==> config.mk <==
export PLATFORM = sky130hd
export DESIGN_NAME = kum_front
export DESIGN_NICKNAME = d
export VERILOG_FILES = /design/src/rtl/kum_pkg.sv /design/src/rtl/kum_front.sv
export SDC_FILE = /design/constraint.sdc
export NUM_CORES = 1
export LEC_CHECK = 0
export ABC_CLOCK_PERIOD_IN_PS = 850
export BUFFER_PORTS_ARGS = -buffer_cell sky130_fd_sc_hd__buf_2
export CAP_MARGIN = 15
export CORE_MARGIN = 4
export CORE_UTILIZATION = 24
export DETAILED_ROUTE_END_ITERATION = 8
export GPL_TIMING_DRIVEN = 0
export PLACE_DENSITY = 0.92
export SLEW_MARGIN = 25
export SYNTH_ARGS = -nofsm -noshare
export SYNTH_HDL_FRONTEND = slang
export SYNTH_SLANG_ARGS = --single-unit
==> constraint.sdc <==
create_clock -name vclk -period 0.85
set_input_delay 0.1275 -clock vclk [all_inputs]
set_output_delay 0.1275 -clock vclk [all_outputs]
set_load 0.05 [all_outputs]
==> src/rtl/kum_pkg.sv <==
// ----------------------------------------------------------------------------
// kum_pkg
// Shared constants and types of the spanning tree unit.
// ----------------------------------------------------------------------------
package kum_pkg;

  localparam int NodeBits     = 10;
  localparam int WeightWidth  = 16;
  localparam int CostWidth    = 26;
  localparam int CountWidth   = 11;
  localparam int CfgIdxWidth  = 2;
  localparam int CfgDataWidth = 11;
  localparam int InDataWidth  = 40;
  localparam int OutDataWidth = 40;
  localparam int QueueDepth   = 4;

  localparam int DefNodes      = 1024;
  localparam int DefWeightBits = 16;

  localparam logic [CountWidth-1:0] GoalReset = 11'd1023;

  // register indexes of the configuration port
  localparam logic [CfgIdxWidth-1:0] RegEdgeGoal   = 2'd0;
  localparam logic [CfgIdxWidth-1:0] RegSkipEnable = 2'd1;
  localparam logic [CfgIdxWidth-1:0] RegSkipNode   = 2'd2;

  // classified edge handed from front to back
  typedef struct packed {
    logic [NodeBits-1:0]    end_a;
    logic [NodeBits-1:0]    end_b;
    logic [WeightWidth-1:0] weight;
    logic                   restart;
    logic                   ignore;
  } cmd_t;

endpackage

==> src/rtl/kum_front.sv <==
// ----------------------------------------------------------------------------
// kum_front
// Accepts edges, masks the weight and flags skipped or out-of-range edges.
// ----------------------------------------------------------------------------
module kum_front
  import kum_pkg::*;
#(
  parameter int NODES       = DefNodes,
  parameter int WEIGHT_BITS = DefWeightBits
) (
  input  logic                   s_axis_tvalid,
  output logic                   s_axis_tready,
  // end_a[9:0], end_b[19:10], weight[35:20], restart[36], zero fill
  input  logic [InDataWidth-1:0] s_axis_tdata,
  input  logic                   skip_en_i,
  input  logic [NodeBits-1:0]    skip_node_i,
  input  logic                   busy_i,
  input  logic                   q_full_i,
  output logic                   q_push_o,
  output cmd_t                   q_cmd_o
);

  localparam logic [WeightWidth-1:0] WMask = (WEIGHT_BITS >= WeightWidth) ?
      {WeightWidth{1'b1}} : WeightWidth'((64'd1 << WEIGHT_BITS) - 64'd1);

  logic [NodeBits-1:0] a, b;
  logic                out_of_range, skipped;

  assign a = s_axis_tdata[NodeBits-1:0];
  assign b = s_axis_tdata[2*NodeBits-1:NodeBits];

  // classification of the edge
  assign out_of_range = (32'(a) >= NODES) || (32'(b) >= NODES);
  assign skipped      = skip_en_i && (b == skip_node_i);

  assign q_cmd_o.end_a   = a;
  assign q_cmd_o.end_b   = b;
  assign q_cmd_o.weight  = s_axis_tdata[2*NodeBits+WeightWidth-1:2*NodeBits] & WMask;
  assign q_cmd_o.restart = s_axis_tdata[2*NodeBits+WeightWidth];
  assign q_cmd_o.ignore  = out_of_range || skipped;

  assign s_axis_tready = !q_full_i && !busy_i;
  assign q_push_o      = s_axis_tvalid && s_axis_tready;

endmodule

* Yosys cells after proc, flatten, opt, wreduce, memory -nomap -nowiden *
Index checks and enable logic that the tools add are counted.

word-level totals
  register bits = 0
  bits of input ports = 54
  output and inout bits = 40
  logic and storage cells = 6

operators by class
  equal/unequal tests = 1
  reduce and logical (&&, ||, !) cells = 5

operators with widths
  operator              count
  equality test 10 bit  1
  logical AND 1 bit     3
  zero test 1 bit       2

* Logic depth before layout (Yosys ltp) *
  depth after elaboration = 3
  depth in mapped cells = 4
  gate-level depth less buffers = 3

* Worst setup path after synthesis *
OpenSTA, ideal clock, no wires.

  path type = in2out
  start = input port busy_i
  end = output port q_push_o
  arrival time = 1343 ps
  data required time = 722 ps
  path slack = -620 ps
  cell stages on the path = 2
  path buffers = 0
  cells stage by stage = nor2_1 -> and2_1

between the ends
  longest elaborated chain between the ends = 3

ends and longest elaborated chain
  item               line             RTL
  start, declared    kum_front.sv:17  input logic busy_i,
  zero test 1 bit    kum_front.sv:42  assign s_axis_tready = !q_full_i && !busy_i;
  logical AND 1 bit  kum_front.sv:42
  logical AND 1 bit  kum_front.sv:43  assign q_push_o = s_axis_tvalid && s_axis_tready;
  end, declared      kum_front.sv:19  output logic q_push_o,

Every way passes these cells.

* Worst setup path after layout *
  start = input port skip_node_i[6]
  end = output port q_cmd_o[0] in the netlist's numbering

between the ends
  longest elaborated chain between the ends = 2

ends and longest elaborated chain
  item                  line             RTL
  start, declared       kum_front.sv:16  input logic [NodeBits-1:0] skip_node_i,
  equality test 10 bit  kum_front.sv:34  assign skipped = skip_en_i && (b == skip_node_i);
  logical AND 1 bit     kum_front.sv:34
  end, declared         kum_front.sv:20  output cmd_t q_cmd_o

Every way passes these cells.

==> out/summary.md <==
- run status: finished with violations
- violations in the final reports: negative setup slack
- number of nets still failing antenna checks after routing: 0
- met1 layer usage reported by global route: 9.256%
- worst relative slew slack: 83.07%
- endpoints failing hold: 0
- routability congestion estimate from global placement: 0.7094
- sum of negative setup slack: -0.1923 ns
- via count of the routed design: 528
- register area: 0 um2
- flip-flop and latch count: 0
- Max stage delay on crit path: 0.15 ns
- met3 track utilization from global routing: 2.141%
- share of the yosys chip area belonging to registers: 0%
- highest ir drop seen on vdd: 0.5401 mV
- cell chain of the critical path: buf_2 > xnor2_2 > nand4_1 > nor3_2 > buf_4 > buf_8
- average size of a mapped cell: 7.600 um2
- total die area: 2435 um2
- pwr/cell area: 860.5 nW/um2
- effective utilization at floorplan: 26.32%
- average detailed-routed wire length per instance: 11.49 um
- vias in the first global route: 497
- number of antenna cells inserted: 0
- share of Yosys cell area claimed by the top area cell type: 69.51%
- slew of the pin with the lowest slew margin: 0.2556 ns
- DRT Pass-1 Iters: 1
- core region area: 1559 um2
- num ports: 94
- top achievable clock speed: 959.4 MHz
- leakage power: 0.5285 nW
- met2 capacity usage during global routing: 25.22%
- CP Class: primary input to output pin
- total of buffers placed on input and output ports: 64
- total of max-cap violations: 0
- post-place setup slack: -0.3387 ns
- number of antenna violations at the first check in global routing: 0
- overall track demand over capacity in global routing: 10.83%
- NumNets Final: 174
- fraction of final layout cells with drive strength greater than 1: 95.76%
- number of post-CTS setup repair buffers: 0
- number of clock buffers in the layout: 0
- remaining global-route overflow: 0
- pin count of the biggest net entering global routing: 3
- Post-Syn Area: 410.4 um2
- final setup vio count: 1
- count of pins over their slew limit: 0
- CP startpoint kind: primary input
- count of different cell masters after synthesis: 7
- iteration-0 DRC count of the detailed router: 0
- first-pass GRT wire length: 2.214 mm
- footprint of the multi-input gates: 195.2 um2
- most frequent cells after synthesis: 38 x sky130_fd_sc_hd__buf_4, 10 x sky130_fd_sc_hd__xnor2_1, 2 x sky130_fd_sc_hd__nand4_1
- overall die width: 49.35 um
- total wirelength of the detailed-routed design: 1.540 mm
- GR peak layer: met2
- Yosys top cell by area: sky130_fd_sc_hd__buf_4
- Filler Cells Inserted: 140
- worst path arrival time: 0.91 ns
- cell types with the largest area share after synthesis: sky130_fd_sc_hd__buf_4 70%, sky130_fd_sc_hd__xnor2_1 21%, sky130_fd_sc_hd__nand4_1 3.0%
- via/cell ratio: 3.940
- DRC violations left: 0
- Hold-fix buffers, CTS: 0
- most numerous cell in the Yosys netlist: sky130_fd_sc_hd__buf_4
- Final Worst Setup Slack: -0.1923 ns
- nets in the synthesized netlist: 108
- Synthesis Warnings: 0
- Hold Crit Class: primary input to output pin
- total number of placement rows: 14
- WP buf/inv: 3
- CP max FO: 1
- crit path time final: 1.042 ns
- Data required, critical path: 0.72 ns
- count of mapped cells out of synthesis: 54
- final cycle utilization of the critical path: 122.6%
- slowest library cell on the worst path: sky130_fd_sc_hd__xnor2_2
- unrepaired setup endpoints after global routing: yes
- CP Capture Type: output pin
- area delta synth->final: 112.2%
- kind of cell adding the most delay to the critical path: buffers and inverters
- die height: 49.35 um
==> final timing paths <==
path / startpoint / end / slack (ns) / cells after the start
worst max-delay path: skip_node_i[6] / q_cmd_o[0] / -0.19 / 6
worst min-delay path: s_axis_tdata[27] / q_cmd_o[9] / 0.56 / 2
==> cells in the final DEF, fill, tap and decap left out, drive strengths merged <==
cell / n
buf: 102
xnor2: 10
nand4: 2
nand3: 1
nor3: 1
nor2: 1
and2: 1
==> report_power, final <==
part | total (W) | leakage, nW | switching, W | internal, W
clock network | 0 | 0 | 0 | 0
logic | 0.000749 | 0.528 | 0.000461 | 0.000288
registers | 0 | 0 | 0 | 0
total | 0.000749 | 0.528 | 0.000461 | 0.000288
==> logic make-up after synthesis <==
group / after synthesis / synth area share (%)
XOR/XNOR: 10 / 21.34
AND/OR/NAND/NOR: 6 / 9.145
buffers and inverters: 38 / 69.51
==> metal layers <==
layer / part of all wire [%] / vias to the layer above
li1: - / 259
met1: 22 / 234
met2: 66 / 35
met3: 12 / 0
met4: 0 / 0
met5: 0 / -
==> what timing repair did <==
item,4_1_cts,5_1_grt
endpoints found under the setup margin,2,1
gates resized for setup,14,4
pin swaps,10,2
==> through the flow <==
step	hold WS, ns	utilization, %	cells	total power (W)	cell area, um2
final	0.5570	55.86	134	0.0007493	870.8
after global routing	0.5597	55.86	134	0.0007822	870.8
after CTS	0.5576	53.93	134	0.0007346	840.8
after detailed placement	0.5578	48.80	134	0.0006966	760.7
after global placement	0.5579	48.80	134	0.0006888	760.7
after floorplan	0.3104	-	54	0.0005390	420.4
==> cell type report <==
type	instances	area share, %
Timing Repair Buffer	64	42.53
Buffer	38	32.76
Tap cell	16	2.299
Multi-Input combinational cell	16	22.41
No activity file was read; power rests on OpenSTA's default activity.
