<file path="config.mk">
export PLATFORM = sky130hd
export DESIGN_NAME = kum_queue
export DESIGN_NICKNAME = d
export VERILOG_FILES = /design/src/rtl/kum_pkg.sv /design/src/rtl/kum_queue.sv
export SDC_FILE = /design/constraint.sdc
export NUM_CORES = 1
export LEC_CHECK = 0
export BUFFER_PORTS_ARGS = -buffer_cell sky130_fd_sc_hd__buf_2
export CAP_MARGIN = 20
export CORE_MARGIN = 2
export CORE_UTILIZATION = 51
export CTS_BUF_LIST = sky130_fd_sc_hd__clkbuf_16
export DETAILED_ROUTE_END_ITERATION = 10
export GPL_TIMING_DRIVEN = 1
export PLACE_DENSITY = 0.75
export REMOVE_ABC_BUFFERS = 1
export SYNTH_ARGS = -nofsm -noshare
export SYNTH_HDL_FRONTEND = slang
export SYNTH_SLANG_ARGS = --single-unit
</file>
<file path="constraint.sdc">
create_clock -name clk_i -period 2.1 [get_ports clk_i]
set_input_delay 0.21 -clock clk_i [delete_from_list [all_inputs] [get_ports clk_i]]
set_output_delay 0.21 -clock clk_i [all_outputs]
set_load 0.005 [all_outputs]
</file>
<file path="src/rtl/kum_pkg.sv">
// ----------------------------------------------------------------------------
// kum_pkg
// Shared constants and types of the spanning tree unit.
// ----------------------------------------------------------------------------
package kum_pkg;

  localparam int NodeBits     = 10;
  localparam int WeightWidth  = 16;
  localparam int CostWidth    = 26;
  localparam int CountWidth   = 11;
  localparam int CfgIdxWidth  = 2;
  localparam int CfgDataWidth = 11;
  localparam int InDataWidth  = 40;
  localparam int OutDataWidth = 40;
  localparam int QueueDepth   = 4;

  localparam int DefNodes      = 1024;
  localparam int DefWeightBits = 16;

  localparam logic [CountWidth-1:0] GoalReset = 11'd1023;

  // register indexes of the configuration port
  localparam logic [CfgIdxWidth-1:0] RegEdgeGoal   = 2'd0;
  localparam logic [CfgIdxWidth-1:0] RegSkipEnable = 2'd1;
  localparam logic [CfgIdxWidth-1:0] RegSkipNode   = 2'd2;

  // classified edge handed from front to back
  typedef struct packed {
    logic [NodeBits-1:0]    end_a;
    logic [NodeBits-1:0]    end_b;
    logic [WeightWidth-1:0] weight;
    logic                   restart;
    logic                   ignore;
  } cmd_t;

endpackage

</file>
<file path="src/rtl/kum_queue.sv">
// ----------------------------------------------------------------------------
// kum_queue
// Short queue of classified edges between front and back.
// ----------------------------------------------------------------------------
module kum_queue
  import kum_pkg::*;
(
  input  logic clk_i,
  input  logic rst_ni,
  input  logic push_i,
  input  cmd_t cmd_i,
  input  logic pop_i,
  output cmd_t cmd_o,
  output logic full_o,
  output logic empty_o
);

  localparam int PtrW = $clog2(QueueDepth);

  cmd_t            mem_q [QueueDepth];
  logic [PtrW-1:0] wr_q, rd_q;
  logic [PtrW:0]   cnt_q;

  assign full_o  = (cnt_q == (PtrW+1)'(QueueDepth));
  assign empty_o = (cnt_q == '0);
  assign cmd_o   = mem_q[rd_q];

  // storage
  always_ff @(posedge clk_i) begin
    if (push_i) begin
      mem_q[wr_q] <= cmd_i;
    end
  end

  // pointers and fill level
  always_ff @(posedge clk_i or negedge rst_ni) begin
    if (!rst_ni) begin
      wr_q  <= '0;
      rd_q  <= '0;
      cnt_q <= '0;
    end else begin
      if (push_i) wr_q <= wr_q + 1'b1;
      if (pop_i) rd_q <= rd_q + 1'b1;
      cnt_q <= cnt_q + (PtrW+1)'(push_i) - (PtrW+1)'(pop_i);
    end
  end

endmodule

</file>
**After elaboration in Yosys (flattened, before gate mapping)**

Memory sizes are Yosys's and may differ from the RTL's.
Index checks and enable logic that the tools add are counted.

- Reduce and logical (&&, ||, !) cells: 1
- Add/subtract/negate cells: 4
- Muxes and demuxes: 2
- Equality and inequality tests: 1

Operator list:

| cell | number |
|---|---|
| $add A2 B1 Y2 const B | 2 |
| $add A3 B1 Y3 | 1 |
| $eq A3 B3 Y1 const B | 1 |
| $logic_not A3 Y1 | 1 |
| $sub A3 B1 Y3 | 1 |
| $mux W1 | 2 |

- Memory bits (writable): 152
- Flip-flop bits (word level): 7
- Output and inout bits: 40
- Input port bits: 42
- Memories kept: 1
- Word-level logic and storage cells: 12

Memories:

| memory | depth | bits a word | rd ports | clocked after Yosys merged registers in | wr ports | line | RTL |
|---|---|---|---|---|---|---|---|
| mem_q | 4 | 38 | 1 | 0 | 1 | kum_queue.sv:20 | `cmd_t mem_q [QueueDepth];` |

**Logic depth before layout (Yosys ltp)**

- Word-level depth: 2
- Mapped depth: 6

**Worst setup path after synthesis**

OpenSTA, ideal clock, no wires.

- Kind: reg-to-reg
- Start: register wr_q[0]
- End: memory mem_q[0][0] (netlist name), enable pin
- Data arrival time: 1.544 ns
- Stages on the path, launching flop included: 4
- Slack: 0.157 ns
- Data required time: 1.701 ns
- Clock period less this slack: 1.943 ns
- Cell sequence: dfrtp_1 inv_1 ha_1 and2_1

RTL lines:

| item | line | RTL |
|---|---|---|
| start: declaration | kum_queue.sv:21 | `logic [PtrW-1:0] wr_q, rd_q;` |
| start signal: assignment | kum_queue.sv:42 | `if (push_i) wr_q <= wr_q + 1'b1;` |
| end: declaration | kum_queue.sv:20 |  |

No word-level cell before the write port.

==> results.ini <==
[status]
status=completed

[timing]
grt_setup_unrepaired=no
fin_crit_sh_pct=95.2
fin_crit_ns=2.00
relSlewSlack_pct=71.8
finalHoldViolations=0
timing.hold.ws_ns=0.0156
setup_viol=0
drv_slew=0
timing.fmax_mhz=500
worstMarginPinSlew_ns=0.422
finClkSkew_ns=0.00263

[critical_path]
critPathArrivalTime_ns=1.79
r2r_slack_ns=0.55
critPathKind=reg -> out
cp-startpoint=rd_q[1]
setup.worst_path.start_class=flop
cp_top_family=flip-flops
critPathCaptureType=output port
max_stage_delay_ns=0.63
worstReg2RegStart=cnt_q[0]
path_buf_inv=2
worst-path-max-fanout=16
cp.required_ns=1.89
worstPathCellList=buf_4 > mux4_2 > buf_2
critical-path-slowest-cell=dfrtp_2

[floorplanning]
die_h_um=112
die-area_um2=12500
chipWidth_um=112
start_util_pct=52.1
row_count=39
io_pins=82
coreArea_um2=11400

[logic_synthesis]
ys_ff_latch=159
synthDistinctLibCells=17
yosysSeqAreaShare_pct=80.1
netlist_area_um2=5920
yosysWarningCount=0
synthCells=233
syn_avg_cell_area_um2=25.4

[routing]
firstDrtPassIters=4
drc=0
viasPerCell=5.45
routed_wl_mm=9.62
drt_iter0_markers=154
wire_per_inst_um=19.4
drt.antenna.violating_nets=0
vias=2701

[power]
ir_worst_vdd_v=0.00113
power_mw=9.93
powerDensity_nw_per_um2=1380
power.leakage_nw=2.55

[grt]
overflow=0
antenna_found_initial=1
grt_max_degree=39
grt_pass1_vias=2984
grt_use_total_pct=16.9
grt_pass1_wl_mm=15.3

[clock_tree]
cts_buffer_depth=2
tritoncts=built
clkLatencyLatePin_ns=0.41
cts.clk_slew.worst_paths_ns=0.06
htree_levels=4
cts_buffers=17
cts_root_buffer=clkbuf_16
postCtsResizedCells=0
cts_sinks=159

[placement]
dpl.hpwl_mm=5.77
io_buffer_count=81
place.gp.congestion=0.683

[cells_and_area]
drive_gt1_share_pct=45.3
area_growth_pct=21.2
fin_nets=390

[min_path]
hold_start=cmd_i[21]
hold_class=in -> reg

[job]
maxCapViolCount=0

## registers in the layout, indices dropped and copies added (netlist names)
name	flops
wr_q	2
rd_q	2
mem_q	152
cnt_q	3
## metal layers
layer	global-route usage, %	share of wire, %	wire (um)	vias up
met4	7.65	2.3	225	0
met5	0	0	0	-
met2	28.3	52	5010	79
li1	-	-	-	1193
met1	20.0	40	3890	1409
met3	5.55	5.1	495	20
## through the flow
step / std cells / area [um^2] / TNS [ns] / setup slack (ns) / utilization, %
final: 496 / 7180 / 0 / 0.0999 / 63.1
after global routing: 494 / 7170 / 0 / 0.0104 / 63.1
after CTS: 494 / 7170 / 0 / 0.0537 / 63.1
after detailed placement: 457 / 6540 / 0 / 0.383 / 57.5
after global placement: 457 / 6540 / 0 / 0.384 / 57.5
after floorplan: 224 / 5810 / -15.53 / -0.407 / -
## worst reg2reg max path: stages (launching register included)
cell and delay, ns:
dfrtp_1 0.35, inv_1 0.06, ha_1 0.27, inv_1 0.05, ha_1 0.19, fa_1 0.39, xnor2_1 0.14
## kinds of logic (layout without fill, tap and decap cells)
kind of cell               Yosys count  in the layout  synth area share (%)
DFF                                159            159                  80.1
muxes                               38             38                  14.5
buffers and inverters               15            133                  2.30
and+or+nand+nor                      8              8                 0.740
adders and majority gates            7              7                  1.61
xor gates and xnor gates             5              5                 0.740
AOI/OAI and AO/OA                    1              1                0.0845
other                                0              2                     0
## cells in the final DEF (no fill, tap or decap), types with 3 or more instances in the layout
master | synthesis | final
and2_2 | 0 | 4
buf_12 | 4 | 6
buf_2 | 3 | 81
buf_4 | 1 | 4
bufinv_16 | 0 | 3
clkbuf_16 | 0 | 17
clkinv_1 | 0 | 4
clkinv_2 | 0 | 4
dfrtp_1 | 7 | 5
dlygate4sd3_1 | 0 | 7
edfxtp_1 | 152 | 152
ha_1 | 6 | 6
inv_1 | 6 | 7
mux4_2 | 38 | 38
xor2_1 | 3 | 3
## layout make-up
cell class / count / area [um^2]
flip-flops and latches: 159 / 4740
repair buffers: 98 / 626
diodes: 2 / 5.00
clock inverters: 12 / 129
fillers: 774 / 4190
inverters: 6 / 22.5
multi-input cells: 59 / 1050
well taps: 143 / 179
clock buffers: 17 / 425
## report_power, final
group          leakage [nW]  internal [mW]  switching [mW]  total, mW
Combinational         0.790           1.41            1.25       2.66
Clock                 0.279           1.81            1.06       2.88
Sequential             1.48           4.16           0.227       4.39
Total                  2.55           7.39            2.54       9.93
## cell usage after synthesis
master    number  area (um^2)
xnor2_1        2         17.5
nor3_1         1         5.00
fa_1           1         20.0
buf_2          3         15.0
dfrtp_1        7          175
and3_1         1         6.26
inv_1          6         22.5
buf_4          1         7.51
nand2_1        2         7.51
o21ai_0        1         5.00
and2_1         4         25.0
edfxtp_1     152         4560
mux4_2        38          856
buf_6          1         11.3
ha_1           6         75.1
buf_12         4         80.1
xor2_1         3         26.3
## path summary, 6_finish.rpt
kind,endpoint,depth (start not counted)
worst max-delay path,cmd_o[11],3
worst min-delay path,mem_q[3][21],1
worst max register to register,cnt_q[2],6
worst min register to register,wr_q[0],1
max in group asynchronous,rd_q[0],2
min in group asynchronous,cnt_q[0],2
## repair_timing
item / in CTS / in global routing
setup endpoints to repair: 33 / 0
hold buffers: 7 / 0
setup buffers: 1 / 0
hold endpoints to repair: 28 / 0
Note: power is estimated with default switching activity, not from simulation.
